==> src/sv/sclp_pkg.sv <==
// Shared types, character codes and keyword tables of the serial command line parser.
package sclp_pkg;

    localparam int KW_COUNT = 5;

    localparam logic [2:0] KW_REG     = 3'd0;
    localparam logic [2:0] KW_REGS    = 3'd1;
    localparam logic [2:0] KW_RESTART = 3'd2;
    localparam logic [2:0] KW_SAVE    = 3'd3;
    localparam logic [2:0] KW_MEM     = 3'd4;

    localparam logic [7:0] CH_NUL   = 8'h00;
    localparam logic [7:0] CH_TAB   = 8'h09;
    localparam logic [7:0] CH_LF    = 8'h0A;
    localparam logic [7:0] CH_VT    = 8'h0B;
    localparam logic [7:0] CH_FF    = 8'h0C;
    localparam logic [7:0] CH_CR    = 8'h0D;
    localparam logic [7:0] CH_SPACE = 8'h20;
    localparam logic [7:0] CH_PLUS  = 8'h2B;
    localparam logic [7:0] CH_MINUS = 8'h2D;
    localparam logic [7:0] CH_ZERO  = 8'h30;
    localparam logic [7:0] CH_NINE  = 8'h39;
    localparam logic [7:0] CH_COLON = 8'h3A;
    localparam logic [7:0] CH_QUERY = 8'h3F;

    typedef enum logic [2:0] {
        CMD_UNKNOWN,
        CMD_GET_REG,
        CMD_SET_REG,
        CMD_GET_ALL,
        CMD_RESTART,
        CMD_SAVE,
        CMD_FREE_MEM,
        CMD_OVERFLOW
    } cmd_kind_t;

    typedef enum logic [1:0] {
        OP_NONE,
        OP_CHAR,
        OP_FINISH,
        OP_OVERFLOW
    } op_kind_t;

    typedef struct packed {
        logic       lead_cr;
        op_kind_t   kind;
        logic [7:0] data;
    } op_t;

    typedef struct packed {
        cmd_kind_t          kind;
        logic signed [31:0] index;
        logic signed [31:0] value;
    } result_t;

    typedef enum logic [1:0] {
        DEC_SKIP,
        DEC_POS,
        DEC_NEG,
        DEC_DONE
    } dec_phase_t;

    function automatic logic [2:0] kw_length(input logic [2:0] k);
        logic [2:0] len;
        case (k)
            KW_REG:     len = 3'd3;
            KW_REGS:    len = 3'd4;
            KW_RESTART: len = 3'd7;
            KW_SAVE:    len = 3'd4;
            KW_MEM:     len = 3'd3;
            default:    len = 3'd0;
        endcase
        return len;
    endfunction

    function automatic logic [63:0] kw_text(input logic [2:0] k);
        logic [63:0] t;
        case (k)
            KW_REG:     t = {"REG", 40'h0};
            KW_REGS:    t = {"REGS", 32'h0};
            KW_RESTART: t = {"RESTART", 8'h0};
            KW_SAVE:    t = {"SAVE", 32'h0};
            KW_MEM:     t = {"MEM", 40'h0};
            default:    t = 64'h0;
        endcase
        return t;
    endfunction

    function automatic logic kw_char_match(input logic [2:0] k, input logic [4:0] p,
                                           input logic [7:0] c);
        logic [63:0] t;
        logic [7:0]  ch;
        t  = kw_text(k);
        ch = t[8 * (7 - int'(p[2:0])) +: 8];
        return (p < {2'b00, kw_length(k)}) && (ch == c);
    endfunction

endpackage

==> src/sv/sclp_fifo.sv <==
// Small first-in first-out queue in flip-flops with show-ahead read.
module sclp_fifo #(
    parameter int WIDTH = 8,
    parameter int DEPTH = 2
) (
    input  logic             clk,
    input  logic             rst_n,
    input  logic             push,
    input  logic [WIDTH-1:0] wdata,
    output logic             full,
    input  logic             pop,
    output logic [WIDTH-1:0] rdata,
    output logic             empty
);

    localparam int PTR_W = (DEPTH > 1) ? $clog2(DEPTH) : 1;
    localparam int CNT_W = $clog2(DEPTH + 1);

    logic [WIDTH-1:0] mem_reg [DEPTH];
    logic [PTR_W-1:0] wr_ptr_reg, wr_ptr_next;
    logic [PTR_W-1:0] rd_ptr_reg, rd_ptr_next;
    logic [CNT_W-1:0] count_reg, count_next;
    logic             do_push;
    logic             do_pop;

    assign full    = (count_reg == CNT_W'(DEPTH));
    assign empty   = (count_reg == '0);
    assign do_push = push && !full;
    assign do_pop  = pop && !empty;
    assign rdata   = mem_reg[rd_ptr_reg];

    always_comb
    begin
        wr_ptr_next = wr_ptr_reg;
        rd_ptr_next = rd_ptr_reg;
        count_next  = count_reg;
        if (do_push)
        begin
            wr_ptr_next = (wr_ptr_reg == PTR_W'(DEPTH - 1)) ? '0 : wr_ptr_reg + PTR_W'(1);
        end
        if (do_pop)
        begin
            rd_ptr_next = (rd_ptr_reg == PTR_W'(DEPTH - 1)) ? '0 : rd_ptr_reg + PTR_W'(1);
        end
        if (do_push && !do_pop)
        begin
            count_next = count_reg + CNT_W'(1);
        end
        else if (do_pop && !do_push)
        begin
            count_next = count_reg - CNT_W'(1);
        end
    end

    always_ff @(posedge clk)
    begin
        if (do_push)
        begin
            mem_reg[wr_ptr_reg] <= wdata;
        end
    end

    always_ff @(posedge clk or negedge rst_n)
    begin
        if (!rst_n)
        begin
            wr_ptr_reg <= '0;
            rd_ptr_reg <= '0;
            count_reg  <= '0;
        end
        else
        begin
            wr_ptr_reg <= wr_ptr_next;
            rd_ptr_reg <= rd_ptr_next;
            count_reg  <= count_next;
        end
    end

endmodule

==> src/sv/sclp_front.sv <==
// Front end: counts line bytes, resolves CR LF and NUL, classifies each request into an op.
module sclp_front #(
    parameter int LINE_LIMIT = 20
) (
    input  logic             clk,
    input  logic             rst_n,
    input  logic             push,
    input  logic [7:0]       rx_byte,
    output logic             full,
    output logic             op_push,
    output sclp_pkg::op_t    op_wdata,
    input  logic             op_full
);

    localparam int CNT_W = $clog2(LINE_LIMIT);
    localparam int INC_W = CNT_W + 1;

    logic [CNT_W-1:0] line_cnt_reg, line_cnt_next;
    logic             cr_pending_reg, cr_pending_next;
    logic [INC_W-1:0] cnt_inc;
    logic             accept;
    sclp_pkg::op_t    op;

    assign full    = op_full;
    assign accept  = push && !op_full;
    assign cnt_inc = {1'b0, line_cnt_reg} + INC_W'(1);

    always_comb
    begin
        op.lead_cr      = 1'b0;
        op.kind         = sclp_pkg::OP_NONE;
        op.data         = rx_byte;
        line_cnt_next   = line_cnt_reg;
        cr_pending_next = cr_pending_reg;
        if (accept)
        begin
            if (cnt_inc >= INC_W'(LINE_LIMIT))
            begin
                op.kind         = sclp_pkg::OP_OVERFLOW;
                line_cnt_next   = '0;
                cr_pending_next = 1'b0;
            end
            else if (cr_pending_reg && rx_byte == sclp_pkg::CH_LF && cnt_inc > INC_W'(2))
            begin
                op.kind         = sclp_pkg::OP_FINISH;
                line_cnt_next   = '0;
                cr_pending_next = 1'b0;
            end
            else
            begin
                // replay a held CR as text ahead of this byte
                op.lead_cr      = cr_pending_reg;
                line_cnt_next   = cnt_inc[CNT_W-1:0];
                cr_pending_next = 1'b0;
                if (rx_byte == sclp_pkg::CH_NUL)
                begin
                    op.kind       = sclp_pkg::OP_FINISH;
                    line_cnt_next = '0;
                end
                else if (rx_byte == sclp_pkg::CH_CR)
                begin
                    cr_pending_next = 1'b1;
                end
                else
                begin
                    op.kind = sclp_pkg::OP_CHAR;
                end
            end
        end
    end

    assign op_push  = accept && (op.lead_cr || op.kind != sclp_pkg::OP_NONE);
    assign op_wdata = op;

    always_ff @(posedge clk or negedge rst_n)
    begin
        if (!rst_n)
        begin
            line_cnt_reg   <= '0;
            cr_pending_reg <= 1'b0;
        end
        else
        begin
            line_cnt_reg   <= line_cnt_next;
            cr_pending_reg <= cr_pending_next;
        end
    end

    assert property (@(posedge clk) disable iff (!rst_n)
        {1'b0, line_cnt_reg} < INC_W'(LINE_LIMIT))
        else $error("line count reached the limit");

    assert property (@(posedge clk) disable iff (!rst_n)
        cr_pending_reg |-> line_cnt_reg != '0)
        else $error("pending CR in an empty line");

endmodule

==> src/sv/sclp_back.sv <==
// Back end: tokenizes ops, matches keywords, reads decimals and issues command results.
module sclp_back (
    input  logic              clk,
    input  logic              rst_n,
    input  sclp_pkg::op_t     op_rdata,
    input  logic              op_empty,
    output logic              op_pop,
    output logic              res_push,
    output sclp_pkg::result_t res_wdata,
    input  logic              res_full
);

    typedef struct packed {
        sclp_pkg::dec_phase_t phase;
        logic [31:0]          acc;
    } dec_t;

    function automatic dec_t dec_step(input logic [31:0] acc, input sclp_pkg::dec_phase_t ph,
                                      input logic [7:0] c);
        logic        digit;
        logic [31:0] d;
        logic [31:0] x10;
        dec_t        r;
        digit   = (c >= sclp_pkg::CH_ZERO) && (c <= sclp_pkg::CH_NINE);
        d       = {28'd0, c[3:0]};
        x10     = (acc << 3) + (acc << 1);
        r.phase = ph;
        r.acc   = acc;
        case (ph)
            sclp_pkg::DEC_SKIP:
            begin
                if (c inside {sclp_pkg::CH_TAB, sclp_pkg::CH_LF, sclp_pkg::CH_VT,
                              sclp_pkg::CH_FF, sclp_pkg::CH_CR})
                begin
                    r.phase = sclp_pkg::DEC_SKIP;
                end
                else if (c == sclp_pkg::CH_PLUS)
                begin
                    r.phase = sclp_pkg::DEC_POS;
                end
                else if (c == sclp_pkg::CH_MINUS)
                begin
                    r.phase = sclp_pkg::DEC_NEG;
                end
                else if (digit)
                begin
                    r.acc   = d;
                    r.phase = sclp_pkg::DEC_POS;
                end
                else
                begin
                    r.phase = sclp_pkg::DEC_DONE;
                end
            end
            sclp_pkg::DEC_POS:
            begin
                if (digit)
                begin
                    r.acc = x10 + d;
                end
                else
                begin
                    r.phase = sclp_pkg::DEC_DONE;
                end
            end
            sclp_pkg::DEC_NEG:
            begin
                if (digit)
                begin
                    r.acc = x10 - d;
                end
                else
                begin
                    r.phase = sclp_pkg::DEC_DONE;
                end
            end
            default:
            begin
                r.phase = ph;
            end
        endcase
        return r;
    endfunction

    logic [2:0]                 tok_num_reg, tok_num_next;
    logic                       in_tok_reg, in_tok_next;
    logic [4:0]                 cit_reg, cit_next;
    logic [4:0]                 kw_reg, kw_next;
    logic [31:0]                idx_acc_reg, idx_acc_next;
    sclp_pkg::dec_phase_t       idx_ph_reg, idx_ph_next;
    logic [31:0]                val_acc_reg, val_acc_next;
    sclp_pkg::dec_phase_t       val_ph_reg, val_ph_next;
    logic [2:0]                 qflags_reg, qflags_next;
    logic                       cr_done_reg, cr_done_next;

    logic                       step_cr;
    logic                       is_end;
    logic                       advance;
    logic [7:0]                 c;
    logic [4:0]                 len_keep;
    logic [4:0]                 kw_close;
    logic [4:0]                 p;
    logic [2:0]                 tn;
    dec_t                       idx_dec;
    dec_t                       val_dec;
    sclp_pkg::cmd_kind_t        fin_kind;
    logic [31:0]                fin_idx;
    logic [31:0]                fin_val;

    assign step_cr = op_rdata.lead_cr && !cr_done_reg;
    assign is_end  = !step_cr && (op_rdata.kind == sclp_pkg::OP_FINISH ||
                                  op_rdata.kind == sclp_pkg::OP_OVERFLOW);
    assign advance = !op_empty && (!is_end || !res_full);
    assign op_pop  = advance && (!step_cr || op_rdata.kind == sclp_pkg::OP_NONE);
    assign c       = step_cr ? sclp_pkg::CH_CR : op_rdata.data;

    always_comb
    begin
        for (int k = 0; k < sclp_pkg::KW_COUNT; k++)
        begin
            len_keep[k] = ({2'b00, sclp_pkg::kw_length(3'(k))} == cit_reg);
        end
        kw_close = (in_tok_reg && tok_num_reg == 3'd1) ? (kw_reg & len_keep) : kw_reg;
        p        = in_tok_reg ? cit_reg : 5'd0;
        tn       = in_tok_reg ? tok_num_reg :
                   ((tok_num_reg == 3'd7) ? 3'd7 : tok_num_reg + 3'd1);
        idx_dec  = dec_step(idx_acc_reg, idx_ph_reg, c);
        val_dec  = dec_step(val_acc_reg, val_ph_reg, c);
    end

    // command decode at end of line
    always_comb
    begin
        fin_kind = sclp_pkg::CMD_UNKNOWN;
        fin_idx  = '0;
        fin_val  = '0;
        if (tok_num_reg == 3'd0)
        begin
            fin_kind = sclp_pkg::CMD_UNKNOWN;
        end
        else if (kw_close[sclp_pkg::KW_REG])
        begin
            if (tok_num_reg >= 3'd3)
            begin
                fin_idx = idx_acc_reg;
                if (qflags_reg[1] && !qflags_reg[2])
                begin
                    fin_kind = sclp_pkg::CMD_GET_REG;
                end
                else
                begin
                    fin_kind = sclp_pkg::CMD_SET_REG;
                    fin_val  = val_acc_reg;
                end
            end
        end
        else if (kw_close[sclp_pkg::KW_REGS])
        begin
            if (tok_num_reg >= 3'd2 && qflags_reg[0])
            begin
                fin_kind = sclp_pkg::CMD_GET_ALL;
            end
        end
        else if (kw_close[sclp_pkg::KW_RESTART])
        begin
            fin_kind = sclp_pkg::CMD_RESTART;
        end
        else if (kw_close[sclp_pkg::KW_SAVE])
        begin
            fin_kind = sclp_pkg::CMD_SAVE;
        end
        else if (kw_close[sclp_pkg::KW_MEM])
        begin
            if (tok_num_reg >= 3'd2 && qflags_reg[0])
            begin
                fin_kind = sclp_pkg::CMD_FREE_MEM;
            end
        end
    end

    always_comb
    begin
        res_push = advance && is_end;
        if (op_rdata.kind == sclp_pkg::OP_OVERFLOW)
        begin
            res_wdata.kind  = sclp_pkg::CMD_OVERFLOW;
            res_wdata.index = '0;
            res_wdata.value = '0;
        end
        else
        begin
            res_wdata.kind  = fin_kind;
            res_wdata.index = fin_idx;
            res_wdata.value = fin_val;
        end
    end

    always_comb
    begin
        tok_num_next = tok_num_reg;
        in_tok_next  = in_tok_reg;
        cit_next     = cit_reg;
        kw_next      = kw_reg;
        idx_acc_next = idx_acc_reg;
        idx_ph_next  = idx_ph_reg;
        val_acc_next = val_acc_reg;
        val_ph_next  = val_ph_reg;
        qflags_next  = qflags_reg;
        cr_done_next = cr_done_reg;
        if (advance)
        begin
            cr_done_next = !op_pop;
            if (is_end)
            begin
                tok_num_next = '0;
                in_tok_next  = 1'b0;
                cit_next     = '0;
                kw_next      = '1;
                idx_acc_next = '0;
                idx_ph_next  = sclp_pkg::DEC_SKIP;
                val_acc_next = '0;
                val_ph_next  = sclp_pkg::DEC_SKIP;
                qflags_next  = '0;
            end
            else if (c == sclp_pkg::CH_SPACE || c == sclp_pkg::CH_COLON)
            begin
                kw_next     = kw_close;
                in_tok_next = 1'b0;
            end
            else
            begin
                in_tok_next  = 1'b1;
                tok_num_next = tn;
                if (tn == 3'd1)
                begin
                    for (int k = 0; k < sclp_pkg::KW_COUNT; k++)
                    begin
                        if (!sclp_pkg::kw_char_match(3'(k), p, c))
                        begin
                            kw_next[k] = 1'b0;
                        end
                    end
                end
                else if (tn == 3'd2)
                begin
                    idx_acc_next = idx_dec.acc;
                    idx_ph_next  = idx_dec.phase;
                    if (p == 5'd0 && c == sclp_pkg::CH_QUERY)
                    begin
                        qflags_next[0] = 1'b1;
                    end
                end
                else if (tn == 3'd3)
                begin
                    val_acc_next = val_dec.acc;
                    val_ph_next  = val_dec.phase;
                    if (p == 5'd0 && c == sclp_pkg::CH_QUERY)
                    begin
                        qflags_next[1] = 1'b1;
                    end
                    if (p != 5'd0)
                    begin
                        qflags_next[2] = 1'b1;
                    end
                end
                cit_next = (p == 5'd31) ? 5'd31 : p + 5'd1;
            end
        end
    end

    always_ff @(posedge clk or negedge rst_n)
    begin
        if (!rst_n)
        begin
            tok_num_reg <= '0;
            in_tok_reg  <= 1'b0;
            cit_reg     <= '0;
            kw_reg      <= '1;
            idx_acc_reg <= '0;
            idx_ph_reg  <= sclp_pkg::DEC_SKIP;
            val_acc_reg <= '0;
            val_ph_reg  <= sclp_pkg::DEC_SKIP;
            qflags_reg  <= '0;
            cr_done_reg <= 1'b0;
        end
        else
        begin
            tok_num_reg <= tok_num_next;
            in_tok_reg  <= in_tok_next;
            cit_reg     <= cit_next;
            kw_reg      <= kw_next;
            idx_acc_reg <= idx_acc_next;
            idx_ph_reg  <= idx_ph_next;
            val_acc_reg <= val_acc_next;
            val_ph_reg  <= val_ph_next;
            qflags_reg  <= qflags_next;
            cr_done_reg <= cr_done_next;
        end
    end

    assert property (@(posedge clk) disable iff (!rst_n)
        (advance && is_end) |=> (tok_num_reg == 3'd0 && !in_tok_reg && kw_reg == 5'h1F &&
                                 qflags_reg == 3'd0))
        else $error("line state not cleared after end of line");

    assert property (@(posedge clk) disable iff (!rst_n)
        cr_done_reg |-> (!op_empty && op_rdata.lead_cr && op_rdata.kind != sclp_pkg::OP_NONE))
        else $error("replayed CR without a waiting op");

endmodule

==> src/sv/serial_command_line_parser_top.sv <==
// Top level of the serial command line parser: front end, op queue, back end, result queue.
//
// Bytes enter through push/full at up to one per cycle while full is low, and each ended
// line leaves one command result through empty/pop. The byte ending a line goes through the
// op queue and the back end into the result queue, behind any held CR that the back end is
// still replaying as text ahead of it. That replay costs the back end an extra step for a
// byte that follows a CR, but the CR itself costs it none, so the back end keeps up with one
// byte per cycle unless the result queue is full. The op queue (OP_DEPTH entries) absorbs the
// replay and any stall on the result side; full rises only when it fills, which happens only
// while results wait unread. A line reaching LINE_LIMIT bytes yields an overflow result.
module serial_command_line_parser_top #(
    parameter int LINE_LIMIT = 20,
    parameter int OP_DEPTH   = 4,
    parameter int RES_DEPTH  = 2
) (
    input  logic               clk,
    input  logic               rst_n,
    input  logic               push,
    output logic               full,
    input  logic [7:0]         rx_byte,
    output logic               empty,
    input  logic               pop,
    output logic [2:0]         command_kind,
    output logic signed [31:0] register_index,
    output logic signed [31:0] register_value
);

    localparam int OP_W  = $bits(sclp_pkg::op_t);
    localparam int RES_W = $bits(sclp_pkg::result_t);

    logic              op_push;
    logic              op_full;
    logic              op_pop;
    logic              op_empty;
    sclp_pkg::op_t     op_wdata;
    sclp_pkg::op_t     op_head;
    logic              res_push;
    logic              res_full;
    sclp_pkg::result_t res_wdata;
    sclp_pkg::result_t res_head;

    sclp_front #(
        .LINE_LIMIT (LINE_LIMIT)
    ) u_front (
        .clk      (clk),
        .rst_n    (rst_n),
        .push     (push),
        .rx_byte  (rx_byte),
        .full     (full),
        .op_push  (op_push),
        .op_wdata (op_wdata),
        .op_full  (op_full)
    );

    sclp_fifo #(
        .WIDTH (OP_W),
        .DEPTH (OP_DEPTH)
    ) u_op_fifo (
        .clk   (clk),
        .rst_n (rst_n),
        .push  (op_push),
        .wdata (op_wdata),
        .full  (op_full),
        .pop   (op_pop),
        .rdata (op_head),
        .empty (op_empty)
    );

    sclp_back u_back (
        .clk       (clk),
        .rst_n     (rst_n),
        .op_rdata  (op_head),
        .op_empty  (op_empty),
        .op_pop    (op_pop),
        .res_push  (res_push),
        .res_wdata (res_wdata),
        .res_full  (res_full)
    );

    sclp_fifo #(
        .WIDTH (RES_W),
        .DEPTH (RES_DEPTH)
    ) u_res_fifo (
        .clk   (clk),
        .rst_n (rst_n),
        .push  (res_push),
        .wdata (res_wdata),
        .full  (res_full),
        .pop   (pop),
        .rdata (res_head),
        .empty (empty)
    );

    assign command_kind   = res_head.kind;
    assign register_index = res_head.index;
    assign register_value = res_head.value;

endmodule
==> config.mk <==
export PLATFORM = sky130hd
export DESIGN_NAME = serial_command_line_parser_top
export DESIGN_NICKNAME = d
export VERILOG_FILES = /design/src/sv/sclp_pkg.sv /design/src/sv/sclp_fifo.sv /design/src/sv/sclp_front.sv /design/src/sv/sclp_back.sv /design/src/sv/serial_command_line_parser_top.sv
export SDC_FILE = /design/constraint.sdc
export NUM_CORES = 1
export LEC_CHECK = 0
export BUFFER_PORTS_ARGS = -buffer_cell sky130_fd_sc_hd__buf_4
export CORE_MARGIN = 2
export CORE_UTILIZATION = 57
export DETAILED_ROUTE_END_ITERATION = 10
export PLACE_DENSITY_LB_ADDON = 0.08
export SLEW_MARGIN = 25
export SYNTH_ARGS = -nofsm -noshare
export SYNTH_HDL_FRONTEND = slang
export SYNTH_SLANG_ARGS = --single-unit
export TNS_END_PERCENT = 30
==> constraint.sdc <==
create_clock -name clk -period 5.18 [get_ports clk]
set_input_delay 0.259 -clock clk [delete_from_list [all_inputs] [get_ports clk]]
set_output_delay 0.259 -clock clk [all_outputs]
set_load 0.05 [all_outputs]
==> results.md, run 1 <==
* Status: complete, no violations
* Critical path class: reg2reg
* Routed WL per cell at 20.0 um
* Distinct cells, synth at 96
* Prevailing post-synth register cell: edfxtp_1
* Part of the power in registers at 0.252
* Commonest non-fill, non-tap cell in the layout: nand2_1
* Mean post-synth cell area at 9.83 um^2
* Required @ worst endpoint at 5.64 ns
* HPWL after DPL at 35700 um
* Max-cap viol count at 0
* RD Place Congestion at 0.933
* Vias per cell at 6.21
* Final net count at 2136
* Most frequent cells in the layout: 180 x nand2_1, 178 x edfxtp_1, 136 x o21ai_0
* Drt drc at 0
* Max_slew headroom at 0.405
* Num rows at 67
* Post-synth EDFFs at 178
* Final Critical Period at 4.78 ns
* Asr flop ratio synth at 0.367
* CP endpoint kind: flip-flop
* Synthesis Warnings at 0
* Mapped Cells at 1954
* Internal Dissipation at 7.39 mW
* R2R depth at 12
* Leak pwr at 8.39 nW
* Tcrit/Tclk final at 0.924
* Startpoint type of the worst setup path: flip-flop
* Endpoints failing setup at 0
* Total track usage at 0.278
* Clk buf depth at 3
* Net count after synthesis at 2071
* Port bufs at 80
* CTS tree: yes
* FF+latch count, synth at 281
* Switching Fraction at 0.470
* Vias in the first global route at 14800
* Number of antenna diodes at 0
* Crit Path Max Fanout at 13
* Clock power frac at 0.161
* Met1 global-route usage at 0.388
* Initial DRC count at 1183
* Hold path depth at 3
* Core area at 33400 um^2
* Logic pwr share at 0.587
* Met3 usage at 0.0369
* Clock sinks at 281
* Clock Latency Late Sink at 0.59 ns
* Final Hold Viols at 0
* Clock skew at 0.0290 ns
* Area growth, synth to finish at 11.5%
* Routed wire length at 49800 um
* CP arrival at 5.24 ns
* DRT antenna net count at 0
* Die height at 188 um
* Mapped Area at 19200 um^2
* Cts bufs inserted at 31
* Largest net degree at the start of global routing at 69
* I/O pin count at 81
* TritonRoute pass-1 iters at 5
* Die width at 188 um
* Post-CTS resize count at 0
* HP Class: in2reg
* H-tree depth at 1
* Core Util, Final at 0.642
* Via count at 15500
* CTS root buf: clkbuf_16
* Max rail drop VDD at 0.000574 V
* Initial Util at 0.576
* Global-route layer with the greatest usage: met2
* Die area at 35200 um^2
* Worst slew pin tran at 0.885 ns
* Achievable Freq at 0.209 GHz
* Initial antenna violation count at 0
* Total power at 13.9 mW
* Net Sw Power at 6.55 mW
* Register area share after synthesis at 0.413
* Met2 Use GR at 0.453
* Layout cells sized above 1 at 0.141
* Pwr/cell area at 651 nW/um^2
* First-pass GRT wire length at 79000 um
* Setup TNS at 0 ns
* Total grt overflow at 0
* Clock slew at reported path FFs at 0.06 ns
* RSZ-0062 raised after global routing: no
* Max-slew violation count at 0
* Number of flip-flops under the largest register name at 134
==> power groups by stage <==
stage               combinational, mW  clock [mW]  sequential (mW)
CTS                              8.04        2.29             3.59
global route                     8.86        2.37             3.59
finish                           8.19        2.25             3.51
floorplan                        6.10           0             3.40
detailed placement               7.99           0             3.63
global placement                 7.90           0             3.60
==> layout make-up <==
cell class,count,area (um^2)
tap,448,561
clock inverter,14,171
sequential,281,7930
inverter,47,176
fill,2811,12000
multi-input combinational,1544,10800
timing repair buffer,114,923
clock buffer,44,875
==> what timing repair did <==
action,CTS,global route
setup buffers,0,0
hold endpoints to repair,86,0
hold buffers,9,0
setup endpoints to repair,0,0
==> synthesized netlist by cell type, types with 16 or more instances <==
cell type / n / area [um^2]
o221ai_1: 17 / 149
inv_1: 42 / 158
nor3_1: 55 / 275
nand2_1: 180 / 676
edfxtp_1: 178 / 5350
mux2_2: 71 / 800
o211ai_1: 27 / 203
and3_1: 56 / 350
a21oi_1: 86 / 430
a211oi_1: 22 / 165
xor2_1: 59 / 517
or3_1: 18 / 113
nor4_1: 19 / 119
clkbuf_1: 62 / 233
a22oi_1: 36 / 270
nand4_1: 35 / 219
dfrtp_1: 98 / 2450
nand3_1: 57 / 285
xnor2_1: 108 / 946
nor2_1: 135 / 507
a21o_1: 16 / 120
o21ai_0: 136 / 681
and2_1: 56 / 350
ha_1: 98 / 1230
==> cell families (layout without fill, tap and decap cells) <==
group | Yosys count | after routing | synth area share
AND/OR/NAND/NOR | 710 | 710 | 0.190
AO/OA/AOI/OAI | 478 | 478 | 0.167
flip-flops | 281 | 281 | 0.413
buffers and inverters | 129 | 219 | 0.0268
XOR/XNOR | 167 | 167 | 0.0762
multiplexers | 84 | 84 | 0.0562
adder cells (fa/ha/maj) | 105 | 105 | 0.0711
==> stage by stage <==
stage / instances / hold WS (ns) / area (um^2) / setup slack [ns]
2_1_floorplan: 1954 / -0.0366 / 19200 / 0.875
3_3_place_gp: 2424 / 0.417 / 20200 / 0.659
3_5_place_dp: 2424 / 0.430 / 20200 / 0.433
4_1_cts: 2491 / 0.0525 / 21400 / 0.456
5_1_grt: 2492 / 0.0684 / 21400 / 0.110
6_report: 2492 / 0.0565 / 21400 / 0.395
==> critical path, cell delays in order, from the launching register on <==
cell and delay [ns]:
dfrtp_1 0.36, buf_4 0.25, mux4_2 0.59, nor2_1 0.45, ha_1 0.42, o21a_1 0.18
or4_1 0.49, nor4b_2 0.46, and4_1 0.34, nand4_1 0.27, nor4_1 0.43, o221ai_1 0.21
a22o_1 0.20
==> metal layers <==
metal,wire [um],vias up
met3,2630,98
met4,1620,0
met2,22900,473
li1,-,7465
met5,0,-
met1,22600,7429
==> path summary, 6_finish.rpt <==
kind	start	end	slack [ns]
hold reg to reg	u_op_fifo.count_reg[2]	u_op_fifo.count_reg[2]	0.50
hold / removal	pop	u_res_fifo.rd_ptr_reg	0.06
min in group asynchronous	rst_n	u_back.idx_acc_reg[7]	0.33
max in group asynchronous	rst_n	u_back.val_acc_reg[25]	3.70
setup reg to reg	u_op_fifo.rd_ptr_reg[0]	u_back.idx_acc_reg[30]	0.40
setup / recovery	u_op_fifo.rd_ptr_reg[0]	u_back.idx_acc_reg[30]	0.40
Note: power is estimated with default switching activity, not from simulation.
==> run 2, diff against run 1 <==
==> constraint.sdc (replaced) <==
create_clock -name clk -period 5.18 [get_ports clk]
set_input_delay 0.518 -clock clk [delete_from_list [all_inputs] [get_ports clk]]
set_output_delay 0.518 -clock clk [all_outputs]
set_load 0.05 [all_outputs]
==> results.md, run 2 (synthesized netlist as in run 1, its figures left out) <==
* Status: complete, no violations
* CP peak stage delay at 0.62 ns (+0.03 ns)
* Startpoint type of the worst setup path: flip-flop
* Most frequent cells in the layout: 180 x nand2_1, 178 x edfxtp_1, 136 x o21ai_0
* Total track usage at 0.282 (+0.00390)
* Core area at 33400 um^2 (unchanged)
* Clk buf depth at 3 (unchanged)
* HP Start: rx_byte[6]
* Number of flip-flops under the largest register name at 134 (unchanged)
* First-pass GRT wire length at 80400 um (+1.7%)
* Clock Latency Late Sink at 0.59 ns (about the same)
* CP most frequent cell: nand2_1
* Num rows at 67 (unchanged)
* Required @ worst endpoint at 5.65 ns (about the same)
* Via count at 15700 (+1.7%)
* TritonRoute pass-1 iters at 7 (+2)
* HPWL after DPL at 35800 um (+0.50%)
* Dpl cells at 2424 (unchanged)
* Setup Buffers After CTS at 0 (unchanged)
* Vias in the first global route at 15200 (+2.8%)
* Final Hold Viols at 0 (unchanged)
* Layout cells sized above 1 at 0.140 (-0.000429)
* Max-slew violation count at 0 (unchanged)
* Max-cap viol count at 0 (unchanged)
* Vias per cell at 6.33 (+2.0%)
* CP arrival at 5.16 ns (-0.08 ns)
* Endpoints failing setup at 0 (unchanged)
* I/O pin count at 81 (unchanged)
* Leak pwr at 8.35 nW (-0.55%)
* Finished Cell Area at 21300 um^2 (-0.57%)
* Clock slew at reported path FFs at 0.06 ns (about the same)
* Clock skew at 0.0166 ns (-0.0124 ns)
* Hold path depth at 1 (-2)
* Largest net degree at the start of global routing at 69 (unchanged)
* DRT antenna net count at 0 (unchanged)
* RD Place Congestion at 0.934 (+0.14%)
* Setup TNS at 0 ns (unchanged)
* Crit path max-delay family: simple AND/OR/NAND/NOR gates
* CTS root buf: clkbuf_16
* Max rail drop VDD at 0.000510 V (-11%)
* Max_slew headroom at 0.387 (-0.0188)
* Pwr/cell area at 650 nW/um^2 (-0.14%)
* Tcrit/Tclk final at 0.905 (-0.0182)
* Post-placement cell area at 20200 um^2 (unchanged)
* HP Class: in2reg
* H-tree depth at 1 (unchanged)
* R2R Path End: u_back.idx_acc_reg[31]
* Die width at 188 um (unchanged)
* Final Non-Filler Cells at 2484 (-0.32%)
* Routed wire length at 49700 um (-0.18%)
* # fillers at 2797 (-0.50%)
* Critical path class: reg2reg
* Critical path buffer and inverter count at 2 (+1)
* Initial antenna violation count at 0 (unchanged)
* Achievable Freq at 0.213 GHz (+2.0%)
* Crit Path Max Fanout at 13 (unchanged)
* Total power at 13.8 mW (-0.70%)
* Final net count at 2128 (-0.37%)
* Initial Util at 0.576 (unchanged)
* Area growth, synth to finish at 10.9%
* Initial DRC count at 1434 (+21%)
* Final Critical Period at 4.69 ns (-0.0942 ns)
* Worst slew pin tran at 0.906 ns (+0.0207 ns)
* Number of antenna diodes at 0 (unchanged)
* CTS tree: yes
* R2R depth at 15 (+3)
* R2R setup slack at 0.49 ns (+0.09 ns)
* Drt drc at 0 (unchanged)
* Port bufs at 80 (unchanged)
* Worst path cell trace: mux4_1, nand2_1, nand2_1, inv_2, ha_1, inv_1, fa_1, nor2_1, o21ai_0, or4_1, nor4_1, and4_1, nand4_1, xnor2_1, a221o_1
* CP endpoint kind: flip-flop
* Hold Path End: u_op_fifo.mem_reg[3][6]
* Commonest non-fill, non-tap cell in the layout: nand2_1
* Total grt overflow at 0 (unchanged)
* Clock sinks at 281 (unchanged)
* Die height at 188 um (unchanged)
* Die area at 35200 um^2 (unchanged)
* Crit-path slowest cell: mux4_1
* Routed WL per cell at 20.0 um (+0.14%)
* RR Startpoint: u_op_fifo.rd_ptr_reg[0]
* RSZ-0062 raised after global routing: no
* Cts bufs inserted at 31 (unchanged)
## run 2: area by class of cell
cell class,count,area [um^2],share of cell area
multi-input combinational,1544,10800,0.506
sequential,281,7930,0.373
clock buffer,43,851,0.0400
timing repair buffer,106,843,0.0396
tap,448,561,0.0263
inverter,47,176,0.00829
clock inverter,15,151,0.00711
## run 2: metal layers
layer,up-vias,part of all wire,GRT usage
met3,106,0.060,0.0339
met5,-,0,0
met4,0,0.031,0.0939
met2,536,0.46,0.462
met1,7629,0.45,0.391
li1,7453,-,-
## run 2: worst max path at each step
stage	start	endpoint	slack [ns]	depth (start not counted)
finish	u_op_fifo.rd_ptr_reg[0]	u_back.idx_acc_reg[31]	0.49	15
global route	u_op_fifo.rd_ptr_reg[0]	u_back.idx_acc_reg[30]	0.18	15
CTS	u_op_fifo.rd_ptr_reg[0]	u_back.idx_acc_reg[30]	0.35	12
detailed placement	u_op_fifo.rd_ptr_reg[0]	u_back.idx_acc_reg[30]	0.38	12
global placement	u_op_fifo.rd_ptr_reg[0]	u_back.idx_acc_reg[31]	0.66	15
floorplan	u_op_fifo.rd_ptr_reg[0]	u_back.idx_acc_reg[31]	0.88	15
## run 2: where the power goes
| group | total, mW | internal (mW) | switching (mW) |
|---|---|---|---|
| Clock | 2.16 | 1.25 | 0.911 |
| Sequential | 3.51 | 3.12 | 0.393 |
| Combinational | 8.18 | 2.95 | 5.23 |
## run 2: repair_timing
| item | 4_1_cts | 5_1_grt |
|---|---|---|
| setup endpoints to repair | 0 | 1 |
| gates resized for setup | 0 | 1 |
| hold endpoints to repair | 40 | 0 |
| hold buffers | 1 | 0 |
## run 2: stage by stage
step	setup slack, ns	hold slack, ns	util
global placement	0.663	0.479	0.607
floorplan	0.875	0.222	-
global route	0.176	0.118	0.638
finish	0.490	0.131	0.638
CTS	0.354	0.110	0.637
detailed placement	0.380	0.485	0.607
## run 2: worst reg2reg max path, stage by stage (launching register included)
cell     delay (ns)
dfrtp_1        0.36
mux4_1         0.62
nand2_1        0.28
nand2_1        0.13
inv_2          0.25
ha_1           0.23
inv_1          0.06
fa_1           0.39
nor2_1         0.13
o21ai_0        0.17
or4_1          0.49
nor4_1         0.47
and4_1         0.36
nand4_1        0.14
xnor2_1        0.17
a221o_1        0.32
==> run 3, diff against run 2 <==
- CELL_PAD_IN_SITES_DETAIL_PLACEMENT: not set -> 2
- CELL_PAD_IN_SITES_GLOBAL_PLACEMENT: not set -> 2
- CORE_UTILIZATION: 57 -> 37
==> results.md, run 3 (synthesized netlist as in run 1, its figures left out) <==
* Status: complete, no violations
* Clock slew at reported path FFs at 0.06 ns (about the same)
* TritonRoute pass-1 iters at 5 (-2)
* Total grt overflow at 0 (unchanged)
* Commonest non-fill, non-tap cell in the layout: nand2_1
* Vias per cell at 5.82 (-8.1%)
* Clock Latency Late Sink at 0.56 ns (-0.03 ns)
* Number of flip-flops under the largest register name at 134 (unchanged)
* Largest net degree at the start of global routing at 67 (-2.9%)
* Clock sinks at 281 (unchanged)
* Die height at 232 um (+24%)
* Crit Path Max Fanout at 12 (-1)
* Layout cells sized above 1 at 0.150 (+0.00907)
* Vias in the first global route at 17400 (+15%)
* DRT antenna net count at 0 (unchanged)
* R2R Path End: u_back.idx_acc_reg[30]
* RD Place Congestion at 0.835 (-11%)
* Global-route layer with the greatest usage: met2
* Final net count at 2141 (+0.61%)
* H-tree depth at 2 (+1)
* Initial DRC count at 634 (-56%)
* Max-slew violation count at 0 (unchanged)
* Via count at 15900 (+1.1%)
* Reg area at 7930 um^2 (unchanged)
* Cts bufs inserted at 37 (+19%)
* Required @ worst endpoint at 5.63 ns (-0.02 ns)
* Critical path class: reg2reg
* Total track usage at 0.240 (-0.0416)
* Max rail drop VDD at 0.000463 V (-9.1%)
* Drt drc at 0 (unchanged)
* Tcrit/Tclk final at 0.919 (+0.0132)
* Initial antenna violation count at 0 (unchanged)
* CP peak stage delay at 0.67 ns (+0.05 ns)
* Final Hold Viols at 0 (unchanged)
* Final Critical Period at 4.76 ns (+0.0683 ns)
* Setup TNS at 0 ns (unchanged)
* Area growth, synth to finish at 14.0%
* # fillers at 5511 (+97%)
* Achievable Freq at 0.210 GHz (-1.4%)
* Die width at 232 um (+24%)
* Die area at 53700 um^2 (+53%)
* Port bufs at 80 (unchanged)
* First-pass GRT wire length at 101000 um (+26%)
* Core area at 51300 um^2 (+54%)
* HPWL after DPL at 48100 um (+34%)
* HP Class: in2reg
* Pwr/cell area at 677 nW/um^2 (+4.1%)
* Leak pwr at 8.51 nW (+1.9%)
* R2R depth at 16 (+1)
* CTS tree: yes
* Initial Util at 0.374 (-0.201)
* R2R setup slack at 0.42 ns (-0.07 ns)
* Hold path depth at 1 (unchanged)
* CP endpoint kind: flip-flop
* Routed wire length at 64300 um (+29%)
* Setup Buffers After CTS at 0 (unchanged)
* Most frequent cells in the layout: 179 x nand2_1, 178 x edfxtp_1, 136 x o21ai_0
* Num rows at 83 (+24%)
* CP most frequent cell: buf_4
* Endpoints failing setup at 0 (unchanged)
* CP arrival at 5.21 ns (+0.05 ns)
* Crit-path slowest cell: mux4_1
* Met2 Use GR at 0.432 (-0.0308)
* Clk buf depth at 3 (unchanged)
* Multi-input logic area at 10800 um^2 (+0.13%)
* Met3 usage at 0.0284 (-0.00551)
* HP Start: rx_byte[6]
* RR Startpoint: u_op_fifo.rd_ptr_reg[0]
* Met1 global-route usage at 0.302 (-0.0889)
* RSZ-0062 raised after global routing: no
* Worst slew pin tran at 1.00 ns (+0.0962 ns)
* Startpoint type of the worst setup path: flip-flop
* CTS root buf: clkbuf_16
* Max_slew headroom at 0.322 (-0.0652)
* Routed WL per cell at 23.5 um (+18%)
* I/O pin count at 81 (unchanged)
* Hold Path End: u_op_fifo.mem_reg[0][6]
* Dpl cells at 2664 (+9.9%)
* Final Non-Filler Cells at 2733 (+10%)
* Max-cap viol count at 0 (unchanged)
* Clock skew at 0.0183 ns (+0.00166 ns)
* Number of antenna diodes at 0 (unchanged)
* Worst path cell trace: mux4_1, nand2_2, nand2_1, inv_2, buf_4, fa_1, nor2_1, o21a_1, or4_1, nor4b_2, buf_4, and4_1, nand4_1, nor4_1, o221ai_1, a22o_1
-- run 3: cell types whose count changed in the layout (fill, tap and decap cells not counted), sizes merged --
cell / before / now
buf: 105 / 112
bufinv: 2 / 4
clkbuf: 43 / 47
clkinv: 11 / 15
clkinvlp: 3 / 2
inv: 46 / 47
-- run 3: worst max-delay path by stage --
stage	start	end	slack, ns	depth (start not counted)
floorplan	u_op_fifo.rd_ptr_reg[0]	u_back.idx_acc_reg[31]	0.88	15
global placement	u_op_fifo.rd_ptr_reg[0]	u_back.idx_acc_reg[31]	0.48	15
detailed placement	u_op_fifo.rd_ptr_reg[0]	u_back.idx_acc_reg[31]	0.33	15
CTS	u_op_fifo.rd_ptr_reg[0]	u_back.idx_acc_reg[30]	0.29	16
global route	u_op_fifo.rd_ptr_reg[0]	u_back.idx_acc_reg[30]	0.02	16
finish	u_op_fifo.rd_ptr_reg[0]	u_back.idx_acc_reg[30]	0.42	16
-- run 3: what timing repair did --
item	CTS	global route
resized for setup	0	3
hold endpoints to repair	32	0
hold buffers	1	0
endpoints found under the setup margin	0	9
-- run 3: power breakdown --
part	switching [mW]	leakage [nW]	internal, mW
clock network	1.07	0.606	1.59
registers	0.471	3.03	3.12
logic	5.60	4.87	2.98
-- run 3: worst max-delay path: cells and delay by family (launching register included) --
family	cells	cell delay, ns
simple gates	8	2.09
mux	1	0.67
compound gates	3	0.61
flops	1	0.56
buf+inv	3	0.45
fa+ha+maj	1	0.24
-- run 3: cell type report --
class                   instances  share of cell area
flip-flops and latches        281               0.362
multi-input cells            1544               0.493
inverters                      47             0.00806
clock inverters                21              0.0115
repair buffers                113              0.0405
well taps                     680              0.0389
clock buffers                  47              0.0458
-- run 3: metal layers --
layer  vias to the layer above  part of all wire
met5                         -                 0
met4                         0             0.025
met3                        81             0.026
met2                       212              0.51
met1                      8139              0.44
li1                       7472                 -
-- run 3: metrics by stage --
stage	hold slack [ns]	area (um^2)	power (mW)	utilization	setup slack [ns]
floorplan	0.222	19200	9.49	-	0.875
global route	0.154	21900	15.8	0.427	0.0234
finish	0.164	21900	14.8	0.427	0.421
global placement	0.467	20600	11.9	0.401	0.475
detailed placement	0.499	20600	12.2	0.402	0.334
CTS	0.135	21900	15.0	0.426	0.287
